**config.mk**
```make
export PLATFORM = sky130hd
export DESIGN_NAME = char_lcd_bus_write_sequencer_top
export DESIGN_NICKNAME = d
export VERILOG_FILES = /design/src/rtl/clbws_pkg.sv /design/src/rtl/clbws_front.sv /design/src/rtl/clbws_queue.sv /design/src/rtl/clbws_back.sv /design/src/rtl/char_lcd_bus_write_sequencer_top.sv
export VERILOG_INCLUDE_DIRS = /design/src /design/src/rtl
export SDC_FILE = /design/constraint.sdc
export NUM_CORES = 1
export LEC_CHECK = 0
export ABC_AREA = 1
export BUFFER_PORTS_ARGS = -buffer_cell sky130_fd_sc_hd__buf_2
export CORE_AREA = 3 3 111 113
export CTS_BUF_LIST = sky130_fd_sc_hd__clkbuf_8
export DETAILED_ROUTE_END_ITERATION = 10
export DIE_AREA = 0 0 114 116
export GPL_ROUTABILITY_DRIVEN = 0
export PLACE_DENSITY = 0.59
export SLEW_MARGIN = 40
export SYNTH_ARGS = -nofsm -noshare
export SYNTH_HDL_FRONTEND = slang
export SYNTH_SLANG_ARGS = --single-unit
```
**constraint.sdc**
```tcl
create_clock -name clk -period 3.5 [get_ports clk]
set_clock_uncertainty 0.1 [all_clocks]
set_input_delay 0.7 -clock clk [delete_from_list [all_inputs] [get_ports clk]]
set_output_delay 0.7 -clock clk [all_outputs]
set_load 0.005 [all_outputs]
```
**src/rtl/char_lcd_bus_write_sequencer_top_defines.svh**
```systemverilog
// ---------------------------------------------------------------------------
// char_lcd_bus_write_sequencer_top_defines
// assertion macros shared by the lcd bus write sequencer
// ---------------------------------------------------------------------------
`ifndef CHAR_LCD_BUS_WRITE_SEQUENCER_TOP_DEFINES_SVH
`define CHAR_LCD_BUS_WRITE_SEQUENCER_TOP_DEFINES_SVH

// same-cycle implication, checked out of reset
`define CLBWS_ASSERT_IMPL(label, clk, rst, ante, cons, msg) \
  label: assert property (@(posedge clk) disable iff (rst) (ante) |-> (cons)) \
    else $error(msg);

// next-cycle implication, checked out of reset
`define CLBWS_ASSERT_NEXT(label, clk, rst, ante, cons, msg) \
  label: assert property (@(posedge clk) disable iff (rst) (ante) |=> (cons)) \
    else $error(msg);

`endif

```
**src/rtl/clbws_pkg.sv**
```systemverilog
// ---------------------------------------------------------------------------
// clbws_pkg
// shared types, codes and the init sequence table of the lcd bus sequencer
// ---------------------------------------------------------------------------
package clbws_pkg;

  // input kind codes
  localparam logic [1:0] KIND_CMD  = 2'd0;
  localparam logic [1:0] KIND_DATA = 2'd1;
  localparam logic [1:0] KIND_INIT = 2'd2;

  // configuration register indexes
  localparam logic [1:0] REG_FOUR_BIT  = 2'd0;
  localparam logic [1:0] REG_PULSE_MS  = 2'd1;
  localparam logic [1:0] REG_POWER_UP  = 2'd2;

  // reset values of the registers
  localparam logic [7:0] RESET_PULSE_MS    = 8'd2;
  localparam logic [7:0] RESET_POWER_UP_MS = 8'd40;

  // lcd commands and nibbles used during init
  localparam logic [7:0] CMD_FUNCTION_SET_8 = 8'h38;
  localparam logic [7:0] CMD_DISPLAY_ON     = 8'h0C;
  localparam logic [7:0] CMD_CLEAR          = 8'h01;
  localparam logic [3:0] NIB_FUNC_HI        = 4'h2;
  localparam logic [3:0] NIB_FUNC_LO        = 4'h8;

  // phase counter covers the longest sequence (15 phases)
  localparam int STEP_W = 4;
  localparam logic [STEP_W-1:0] LAST_WRITE_8 = 4'd1;
  localparam logic [STEP_W-1:0] LAST_WRITE_4 = 4'd3;
  localparam logic [STEP_W-1:0] LAST_INIT_8  = 4'd6;
  localparam logic [STEP_W-1:0] LAST_INIT_4  = 4'd14;

  // default depth of the job queue between front and back
  localparam int DEFAULT_QUEUE_DEPTH = 4;

  // one classified job
  typedef struct packed {
    logic       is_init;
    logic       rs;
    logic [7:0] data_byte;
  } job_t;

  // live configuration
  typedef struct packed {
    logic       four_bit_mode;
    logic [7:0] enable_pulse_ms;
    logic [7:0] power_up_wait_ms;
  } cfg_t;

  // bus value of strobe k of the init sequence (after the wait phase)
  function automatic logic [7:0] init_bus(input logic four, input logic [2:0] k);
    logic [7:0] bus;
    bus = 8'h00;
    if (four) begin
      unique case (k)
        3'd0:    bus = {4'h0, NIB_FUNC_HI};
        3'd1:    bus = {4'h0, NIB_FUNC_HI};
        3'd2:    bus = {4'h0, NIB_FUNC_LO};
        3'd3:    bus = {4'h0, CMD_DISPLAY_ON[7:4]};
        3'd4:    bus = {4'h0, CMD_DISPLAY_ON[3:0]};
        3'd5:    bus = {4'h0, CMD_CLEAR[7:4]};
        3'd6:    bus = {4'h0, CMD_CLEAR[3:0]};
        default: bus = 8'h00;
      endcase
    end else begin
      unique case (k)
        3'd0:    bus = CMD_FUNCTION_SET_8;
        3'd1:    bus = CMD_DISPLAY_ON;
        3'd2:    bus = CMD_CLEAR;
        default: bus = 8'h00;
      endcase
    end
    return bus;
  endfunction

endpackage

```
**src/rtl/clbws_front.sv**
```systemverilog
// ---------------------------------------------------------------------------
// clbws_front
// accepts input items, classifies them into jobs, drops unused kinds
// ---------------------------------------------------------------------------
module clbws_front (
  input  logic              clk,
  input  logic              rst,
  input  logic              push,
  output logic              full,
  input  logic [1:0]        kind,
  input  logic [7:0]        value,
  output logic              job_push,
  output clbws_pkg::job_t   job,
  input  logic              job_ready
);
  import clbws_pkg::*;

  logic job_valid;
  logic job_valid_next;
  logic accept;
  logic keep;
  job_t job_reg;
  job_t job_class;

  // stage takes an item when empty or when its job moves on
  assign full   = job_valid && !job_ready;
  assign accept = push && !full;

  // classify the item
  always_comb begin
    job_class.is_init   = (kind == KIND_INIT);
    job_class.rs        = (kind == KIND_DATA);
    job_class.data_byte = value;
    keep = (kind == KIND_CMD) || (kind == KIND_DATA) || (kind == KIND_INIT);
  end

  always_comb begin
    if (accept) begin
      job_valid_next = keep;
    end else begin
      job_valid_next = job_valid && !job_ready;
    end
  end

  // control register
  always_ff @(posedge clk) begin
    if (rst) begin
      job_valid <= 1'b0;
    end else begin
      job_valid <= job_valid_next;
    end
  end

  // job payload
  always_ff @(posedge clk) begin
    if (accept) begin
      job_reg <= job_class;
    end
  end

  assign job_push = job_valid;
  assign job      = job_reg;

endmodule

```
**src/rtl/clbws_queue.sv**
```systemverilog
// ---------------------------------------------------------------------------
// clbws_queue
// short job queue between the front and the phase emitter
// ---------------------------------------------------------------------------
module clbws_queue #(
  parameter int QUEUE_DEPTH = clbws_pkg::DEFAULT_QUEUE_DEPTH
) (
  input  logic              clk,
  input  logic              rst,
  input  logic              wr_valid,
  output logic              wr_ready,
  input  clbws_pkg::job_t   wr_job,
  output logic              rd_valid,
  input  logic              rd_pop,
  output clbws_pkg::job_t   rd_job
);
  import clbws_pkg::*;

  localparam int PTR_W = $clog2(QUEUE_DEPTH);
  localparam int CNT_W = $clog2(QUEUE_DEPTH + 1);

  job_t             entries [QUEUE_DEPTH];
  logic [PTR_W-1:0] wr_ptr;
  logic [PTR_W-1:0] rd_ptr;
  logic [CNT_W-1:0] count;
  logic             do_wr;
  logic             do_rd;

  assign wr_ready = (count != CNT_W'(QUEUE_DEPTH));
  assign rd_valid = (count != '0);
  assign do_wr    = wr_valid && wr_ready;
  assign do_rd    = rd_pop && rd_valid;
  assign rd_job   = entries[rd_ptr];

  // pointers and fill count
  always_ff @(posedge clk) begin
    if (rst) begin
      wr_ptr <= '0;
      rd_ptr <= '0;
      count  <= '0;
    end else begin
      if (do_wr) begin
        wr_ptr <= (wr_ptr == PTR_W'(QUEUE_DEPTH - 1)) ? '0 : wr_ptr + 1'b1;
      end
      if (do_rd) begin
        rd_ptr <= (rd_ptr == PTR_W'(QUEUE_DEPTH - 1)) ? '0 : rd_ptr + 1'b1;
      end
      if (do_wr && !do_rd) begin
        count <= count + 1'b1;
      end else if (!do_wr && do_rd) begin
        count <= count - 1'b1;
      end
    end
  end

  // storage
  always_ff @(posedge clk) begin
    if (do_wr) begin
      entries[wr_ptr] <= wr_job;
    end
  end

endmodule

```
**src/rtl/clbws_back.sv**
```systemverilog
// ---------------------------------------------------------------------------
// clbws_back
// phase emitter: expands one job into bus phases into an output register
// ---------------------------------------------------------------------------
module clbws_back (
  input  logic              clk,
  input  logic              rst,
  input  clbws_pkg::cfg_t   cfg,
  input  logic              job_valid,
  input  clbws_pkg::job_t   job_in,
  output logic              job_pop,
  output logic              empty,
  input  logic              pop,
  output logic              register_select,
  output logic [7:0]        bus_lines,
  output logic              enable_level,
  output logic [7:0]        hold_ms,
  output logic              last
);
  import clbws_pkg::*;

  logic              active;
  logic [STEP_W-1:0] step;
  job_t              cur;
  logic              out_valid;
  logic              out_take;
  logic              emit;
  logic              load;
  logic [STEP_W-1:0] s;
  logic              ph_rs;
  logic [7:0]        ph_bus;
  logic              ph_en;
  logic [7:0]        ph_hold;
  logic              ph_last;

  // phase of the current job at the current step
  always_comb begin
    s       = step - 1'b1;
    ph_rs   = cur.rs;
    ph_bus  = cur.data_byte;
    ph_en   = 1'b0;
    ph_hold = 8'h00;
    ph_last = 1'b0;
    if (cur.is_init) begin
      if (step == '0) begin
        // power-up wait
        ph_bus  = 8'h00;
        ph_hold = cfg.power_up_wait_ms;
      end else begin
        ph_bus  = init_bus(cfg.four_bit_mode, s[3:1]);
        ph_en   = !s[0];
        ph_hold = ph_en ? cfg.enable_pulse_ms : 8'h00;
      end
      ph_last = cfg.four_bit_mode ? (step == LAST_INIT_4) : (step == LAST_INIT_8);
    end else begin
      ph_en   = !step[0];
      ph_hold = ph_en ? cfg.enable_pulse_ms : 8'h00;
      if (cfg.four_bit_mode) begin
        ph_bus  = step[1] ? {4'h0, cur.data_byte[3:0]} : {4'h0, cur.data_byte[7:4]};
        ph_last = (step == LAST_WRITE_4);
      end else begin
        ph_last = (step == LAST_WRITE_8);
      end
    end
  end

  // handshake between sequencer, queue and output register
  assign out_take = !out_valid || pop;
  assign emit     = active && out_take;
  assign load     = job_valid && (!active || (emit && ph_last));
  assign job_pop  = load;

  // sequencer control
  always_ff @(posedge clk) begin
    if (rst) begin
      active    <= 1'b0;
      step      <= '0;
      out_valid <= 1'b0;
    end else begin
      if (load) begin
        active <= 1'b1;
        step   <= '0;
      end else if (emit) begin
        active <= !ph_last;
        step   <= step + 1'b1;
      end
      if (out_take) begin
        out_valid <= emit;
      end
    end
  end

  // job and result payload
  always_ff @(posedge clk) begin
    if (load) begin
      cur <= job_in;
    end
    if (emit) begin
      register_select <= ph_rs;
      bus_lines       <= ph_bus;
      enable_level    <= ph_en;
      hold_ms         <= ph_hold;
      last            <= ph_last;
    end
  end

  assign empty = !out_valid;

endmodule

```
**src/rtl/char_lcd_bus_write_sequencer_top.sv**
```systemverilog
// ---------------------------------------------------------------------------
// char_lcd_bus_write_sequencer_top
// character-lcd parallel bus write sequencer, read/write line held low
//
// Items enter on a queue-like port: push with kind and value, accepted
// when push is high and full is low. Kind 0 writes a command, kind 1
// writes data, kind 2 runs the init sequence, kind 3 is dropped.
// Bus phases leave on a queue-like port: a phase is shown while empty is
// low and taken when pop is high. last marks the final phase of an item.
// A write gives 2 phases (eight-bit) or 4 phases (four-bit); init gives
// 7 or 15 phases. The phase emitter produces one phase per cycle while
// phases are taken. An item passes the front, queue and emitter job
// registers before its first phase shows. A small job queue sits between
// the classifier and the phase emitter, so items keep coming in while the
// result side is stalled; when pop is held low the current phase waits
// and full rises once the queue fills. Reset empties both sides and loads
// the register defaults: eight-bit bus, 2 ms enable pulse, 40 ms power-up
// wait. The user must write the registers via cfg_valid/cfg_ready (always
// ready) only while the block is idle; the block does not enforce it.
// ---------------------------------------------------------------------------
`include "char_lcd_bus_write_sequencer_top_defines.svh"

module char_lcd_bus_write_sequencer_top #(
  parameter int QUEUE_DEPTH = clbws_pkg::DEFAULT_QUEUE_DEPTH
) (
  input  logic       clk,
  input  logic       rst,
  input  logic       push,
  output logic       full,
  input  logic [1:0] kind,
  input  logic [7:0] value,
  output logic       empty,
  input  logic       pop,
  output logic       register_select,
  output logic [7:0] bus_lines,
  output logic       enable_level,
  output logic [7:0] hold_ms,
  output logic       last,
  input  logic       cfg_valid,
  output logic       cfg_ready,
  input  logic [1:0] cfg_index,
  input  logic [7:0] cfg_data
);
  import clbws_pkg::*;

  cfg_t cfg;
  logic job_push;
  logic job_ready;
  job_t job_front;
  logic q_valid;
  logic q_pop;
  job_t q_job;

  // configuration registers
  assign cfg_ready = 1'b1;

  always_ff @(posedge clk) begin
    if (rst) begin
      cfg.four_bit_mode    <= 1'b0;
      cfg.enable_pulse_ms  <= RESET_PULSE_MS;
      cfg.power_up_wait_ms <= RESET_POWER_UP_MS;
    end else if (cfg_valid && cfg_ready) begin
      unique case (cfg_index)
        REG_FOUR_BIT: cfg.four_bit_mode    <= cfg_data[0];
        REG_PULSE_MS: cfg.enable_pulse_ms  <= cfg_data;
        REG_POWER_UP: cfg.power_up_wait_ms <= cfg_data;
        default: ;
      endcase
    end
  end

  // classifier
  clbws_front u_front (
    .clk       (clk),
    .rst       (rst),
    .push      (push),
    .full      (full),
    .kind      (kind),
    .value     (value),
    .job_push  (job_push),
    .job       (job_front),
    .job_ready (job_ready)
  );

  // job queue
  clbws_queue #(
    .QUEUE_DEPTH (QUEUE_DEPTH)
  ) u_queue (
    .clk      (clk),
    .rst      (rst),
    .wr_valid (job_push),
    .wr_ready (job_ready),
    .wr_job   (job_front),
    .rd_valid (q_valid),
    .rd_pop   (q_pop),
    .rd_job   (q_job)
  );

  // phase emitter
  clbws_back u_back (
    .clk             (clk),
    .rst             (rst),
    .cfg             (cfg),
    .job_valid       (q_valid),
    .job_in          (q_job),
    .job_pop         (q_pop),
    .empty           (empty),
    .pop             (pop),
    .register_select (register_select),
    .bus_lines       (bus_lines),
    .enable_level    (enable_level),
    .hold_ms         (hold_ms),
    .last            (last)
  );

  // checks
  `CLBWS_ASSERT_NEXT(a_job_held, clk, rst, job_push && !job_ready, job_push && $stable(job_front), "job changed while queue full")
  `CLBWS_ASSERT_IMPL(a_strobe_not_last, clk, rst, !empty && enable_level, !last, "item ended with enable high")
  `CLBWS_ASSERT_IMPL(a_pulse_hold, clk, rst, !empty && enable_level, hold_ms == cfg.enable_pulse_ms, "enable-high phase with wrong hold")
  `CLBWS_ASSERT_IMPL(a_wait_phase, clk, rst, !empty && !enable_level && hold_ms != 8'h00, bus_lines == 8'h00 && !register_select, "bad power-up wait phase")

endmodule
```
==> results.cfg, run 1 <==
[logic_synthesis]
synth_area_sq_um = 4500
ys_warn_count = 0
syn_inst = 412
synth.yosys.seq_area_share_pct = 66.5
yosysUniqueCellTypes = 34
synth.avg_cell_area_sq_um = 10.9
synth-seq-cells = 110
synth_nets = 448

[placed_design]
placed_cell_area_sq_um = 4890
hpwlAfterDp_mm = 5.59
io_buffer_count = 45

[pwr]
p_leak_nw = 2.00
total_power_mw = 3.49
ir_drop_v = 0.000241
power_density_nw_per_um2 = 685

[outcome]
status = finished clean

[cts]
cts_tree = built
path_clk_slew_ps = 110
post_cts_buffers = 0
postCtsResizedCells = 0
hold_buffers = 0
cts_buffers = 9
clock_latency_ps = 370
cts.path.max_buffers = 2
cts-htree-levels = 3
clock_sinks = 110
cts-root-buf = clkbuf_8

[global_route]
grt_pass1_wl_mm = 13.4
grt_max_degree = 25
track_usage_pct = 12.9
grt_overflow = 0
antenna_found_initial = 0
first_global_vias = 2809

[routing]
ant_nets = 0
dr_total_vias = 2959
drt-wirelength-per-cell_microns = 13.5
post-route-drc-count = 0
wl_mm = 8.22
drtIter0Drc = 168
vias_per_cell = 4.87
dr.pass1.iters = 5

[timing]
slew-limit-headroom_pct = 55.7
setup_violations = 0
final.setup.tns_ps = 0
rsz0062_at_grt = no
maxSlewViolCount = 0
worst_pin_slew_ps = 664
fmaxAchievable_mhz = 393
min_period_over_period_pct = 72.8
finalHoldViolCount = 0
finalWorstPathRequiredPeriod_ps = 2550

[die]
start_util_pct = 39.4
die_area_sq_um = 13200
num_rows = 39
fp.dieH_microns = 116
ios = 47
chipWidth_microns = 114
core_area_sq_um = 11400

[final_layout]
largest_register_ffs = 40
nNetsFinal = 496
drive_above_1_share_pct = 17.2
area_delta_synth_final_pct = 13.1
design_area_sq_um = 5090
num_antenna_cells = 0

[critical_path]
cp.buffers_inverters = 2
path_cells = inv_1, ha_1, inv_1, nor2_1, nand2_1, nand2_2, nand2_2, nand2_4, nand2_4, ha_1, fa_1, a21oi_1, o21a_1, o21ai_0, a21oi_1
critPathTopFamily = adder cells
cpPeakStageDelay_ps = 390
startpoint_type = register
critPathKind = register to register
path_max_fanout = 6
cp.arrival_ps = 2750
slowest_stage = fa_1
worstSetupEndpointType = register
cp.required_ps = 3700

[run]
maxCapViolations = 0

[worst_hold_path]
hold_path.class = register to register
per-layer routing:
metal | wire length, microns | global-route usage (%) | vias to the layer above
met3 | 366 | 3.19 | 18
li1 | - | - | 1500
met1 | 3670 | 16.3 | 1369
met2 | 4040 | 21.5 | 72
met5 | 0 | 0 | -
met4 | 144 | 5.07 | 0
metrics by stage:
step / instances / util, % / hold WS, ps / setup slack, ps
2_1_floorplan: 412 / - / 300 / 647
3_3_place_gp: 592 / 42.7 / 336 / 900
3_5_place_dp: 592 / 42.8 / 338 / 833
4_1_cts: 608 / 44.6 / 358 / 951
5_1_grt: 608 / 44.6 / 364 / 677
6_report: 608 / 44.6 / 353 / 953
worst min-delay path: stages, from the launching register on:
cell and delay, ps:
dfxtp_1 320, inv_1 50, a21oi_1 50
cells in the mapped netlist:
cell / n / area share, %
nand3_2: 1 / 0.22
buf_4: 1 / 0.17
inv_2: 3 / 0.25
xor2_1: 4 / 0.78
conb_1: 1 / 0.083
buf_2: 2 / 0.22
o211ai_1: 3 / 0.50
nor3_1: 2 / 0.22
nand2_2: 2 / 0.28
nor4_1: 1 / 0.14
dfxtp_1: 31 / 14
a211oi_1: 1 / 0.17
o21a_1: 1 / 0.17
edfxtp_1: 79 / 53
ha_1: 10 / 2.8
nand2_4: 3 / 0.75
nor3_2: 1 / 0.22
o22ai_1: 10 / 1.4
nand3_1: 16 / 1.8
xnor2_1: 1 / 0.19
inv_1: 47 / 3.9
a21oi_1: 17 / 1.9
nand4_1: 3 / 0.42
o21ai_0: 56 / 6.2
buf_1: 1 / 0.083
xor2_2: 1 / 0.36
or2_2: 1 / 0.14
nor2_1: 59 / 4.9
fa_1: 1 / 0.44
a31oi_1: 1 / 0.14
clkbuf_1: 6 / 0.50
nor3_4: 1 / 0.36
nor2_2: 1 / 0.14
nand2_1: 44 / 3.7
logic make-up after synthesis:
logic type / after synthesis / share of synthesized area, %
flip-flops: 110 / 66.5
AND/OR/NAND/NOR: 135 / 13.3
adder cells (fa/ha/maj): 11 / 3.22
other: 1 / 0.0833
buffers and inverters: 60 / 5.14
AO/OA/AOI/OAI: 89 / 10.5
XOR/XNOR: 6 / 1.33
cells in the final DEF, fill, tap and decap left out, types with 2 or more instances in the layout:
cell type / synthesis / routed
nor3_1: 2 / 2
nor2_1: 59 / 55
edfxtp_1: 79 / 79
buf_4: 1 / 2
dfxtp_1: 31 / 31
nand2_1: 44 / 44
nand3_1: 16 / 16
clkinv_8: 0 / 3
o21ai_0: 56 / 56
ha_1: 10 / 10
nor2_2: 1 / 5
a21oi_1: 17 / 17
xor2_1: 4 / 4
inv_2: 3 / 3
nand2_4: 3 / 3
inv_1: 47 / 47
o22ai_1: 10 / 10
clkbuf_8: 0 / 9
buf_2: 2 / 45
nand4_1: 3 / 3
o211ai_1: 3 / 3
nand2_2: 2 / 2
final cells by class:
type,count,area (sq um)
inverters,50,188
multi-input cells,242,1290
flip-flops and latches,110,2990
well taps,143,179
fillers,1104,6330
repair buffers,47,240
clock buffers,9,124
clock inverters,7,80.1
worst paths after layout:
kind / end / depth (start not counted) / slack, ps / start
worst max-delay path: u_queue.count[2]$_SDFFE_PP0P_ / 15 / 950 / u_back.step[0]$_SDFFE_PP0P_
worst min-delay path: cfg[6]$_SDFFE_PP0P_ / 2 / 350 / cfg[6]$_SDFFE_PP0P_
worst min register to register: cfg[6]$_SDFFE_PP0P_ / 2 / 350 / cfg[6]$_SDFFE_PP0P_
worst max register to register: u_queue.count[2]$_SDFFE_PP0P_ / 15 / 950 / u_back.step[0]$_SDFFE_PP0P_
report_power, final:
group	total (mW)	switching, mW	internal (mW)
sequential	1.81	0.108	1.70
clock	0.758	0.477	0.281
combinational	0.919	0.610	0.310
No activity file was read; power rests on OpenSTA's default activity.
==> run 2: changes to the inputs <==
PLACE_DENSITY = 0.61   (was 0.59)
clock period = 2.25 ns   (was 3.5 ns; I/O delays follow)
==> run 2 against run 1 <==
Against the previous run:
- first-iteration DRC count rose by 8.9%
- sequential share of layout area is 2.2 points lower
- setup slack lost 930 ps
- critical path depth unchanged
- core utilization grew 1.9 points
- critical path type unchanged
- critical endpoint unchanged
- largest power group unchanged
- highest routed layer unchanged
==> results.cfg, run 2 (synthesis gave the netlist of run 1 again) <==
[critical_path]
worstSetupEndpointType = register
cp.arrival_ps = 2440
reg2reg_depth = 15
critPathKind = register to register
startpoint_type = register
crit_end = u_queue.count[2]$_SDFFE_PP0P_
path_max_fanout = 4
regToRegEndpoint = u_queue.count[2]$_SDFFE_PP0P_
cp-startpoint = u_back.step[0]$_SDFFE_PP0P_
reg2reg_from = u_back.step[0]$_SDFFE_PP0P_
r2r_setup_slack_ps = 20
cp.required_ps = 2460

[routing]
drtIter0Drc = 183
dr_total_vias = 3033
post-route-drc-count = 0
drt-wirelength-per-cell_microns = 13.2
dr.pass1.iters = 4
wl_mm = 8.26
vias_per_cell = 4.84
ant_nets = 0

[timing]
maxSlewViolCount = 0
worst_pin_slew_ps = 671
min_period_over_period_pct = 99.1
slew-limit-headroom_pct = 55.2
fmaxAchievable_mhz = 448
rsz0062_at_grt = yes
finalWorstPathRequiredPeriod_ps = 2230
finalHoldViolCount = 0
setup_violations = 0

[die]
start_util_pct = 39.4
ios = 47
fp.dieH_microns = 116
die_area_sq_um = 13200
core_area_sq_um = 11400
num_rows = 39
chipWidth_microns = 114

[outcome]
status = finished clean

[final_layout]
largest_register_ffs = 40
design_area_sq_um = 5310
layout_commonest_cell = edfxtp_1
area_delta_synth_final_pct = 17.9
fill_cells = 1072
nNetsFinal = 515
drive_above_1_share_pct = 23.8
mostFrequentLayoutCells = edfxtp_1, nor2_1, o21ai_0
num_antenna_cells = 0
seqCellArea_sq_um = 3000
multi_input_area_sq_um = 1360

[placed_design]
placed_cell_area_sq_um = 5010
hpwlAfterDp_mm = 5.85
io_buffer_count = 45

[pwr]
total_power_mw = 5.58
p_leak_nw = 2.10
ir_drop_v = 0.000526
power_density_nw_per_um2 = 1050

[global_route]
grt_max_degree = 24
track_usage_pct = 13.2
grt_overflow = 0
antenna_found_initial = 0
grt_pass1_wl_mm = 13.6
first_global_vias = 2806

[cts]
clock_latency_ps = 370
cts-htree-levels = 3
cts-root-buf = clkbuf_8
clock_sinks = 110
path_clk_slew_ps = 110
cts_buffers = 9
hold_buffers = 0
cts_tree = built
cts.path.max_buffers = 2

[worst_hold_path]
worstHoldStart = value[7]
hold_path.class = input port to register

[run]
maxCapViolations = 0
==> run 2: report_power, final <==
part,switching (mW),internal [mW],total [mW]
registers,0.188,2.66,2.84
logic,0.982,0.630,1.61
clock network,0.698,0.427,1.12
total,1.87,3.71,5.58
==> run 2: final cells by class <==
class,count,share of cell area [%]
clock buffers,9,2.33
well taps,143,3.37
multi-input cells,242,25.6
flip-flops and latches,110,56.6
clock inverters,7,1.16
repair buffers,66,7.29
inverters,50,3.70
==> run 2: critical path, cell delays in order (launching register included) <==
cell	delay [ps]
dfxtp_4	410
buf_6	110
ha_4	110
nand2_2	40
nand2_2	60
nand2_2	50
nand2_2	80
nand2_2	70
nand2_4	80
nand2_4	50
ha_4	160
fa_2	370
a21oi_2	140
o21a_1	140
o21ai_1	60
a21oi_1	130
==> run 2: worst min-delay path by stage <==
stage                                                   to  slack (ps)  cells past startpoint
after floorplan           u_back.register_select$_DFFE_PP_         300                      0
after global placement                 cfg[2]$_SDFFE_PP0P_         340                      2
after detailed placement               cfg[6]$_SDFFE_PP0P_         340                      2
after CTS                         u_front.job[5]$_DFFE_PP_         120                      1
after global routing              u_front.job[5]$_DFFE_PP_         100                      1
final                             u_front.job[7]$_DFFE_PP_         140                      1
==> run 2: timing repair <==
action / in CTS / in global routing
endpoints found under the setup margin: 1 / 1
buffers inserted: 1 / 6
pin swaps: 2 / 13
cloned: 0 / 0
resized for setup: 3 / 17
==> run 2: routing by layer <==
metal / share of wire, % / vias to the layer above / GRT usage [%]
li1: - / 1537 / -
met1: 44 / 1414 / 16.0
met2: 50 / 72 / 22.8
met3: 4.6 / 10 / 3.45
met4: 1.4 / 0 / 5.07
met5: 0 / - / 0
==> run 2: through the flow <==
stage                     worst slack, ps  hold WS, ps  util [%]  setup TNS, ps  cells
after detailed placement            -52.5          340      43.9          -52.5    604
after global routing                 -149          105      46.5           -149    627
final                                19.8          141      46.5              0    627
after CTS                            4.95          121      45.6              0    621
after floorplan                      11.8          300         -              0    412
after global placement               65.9          337      43.9              0    604
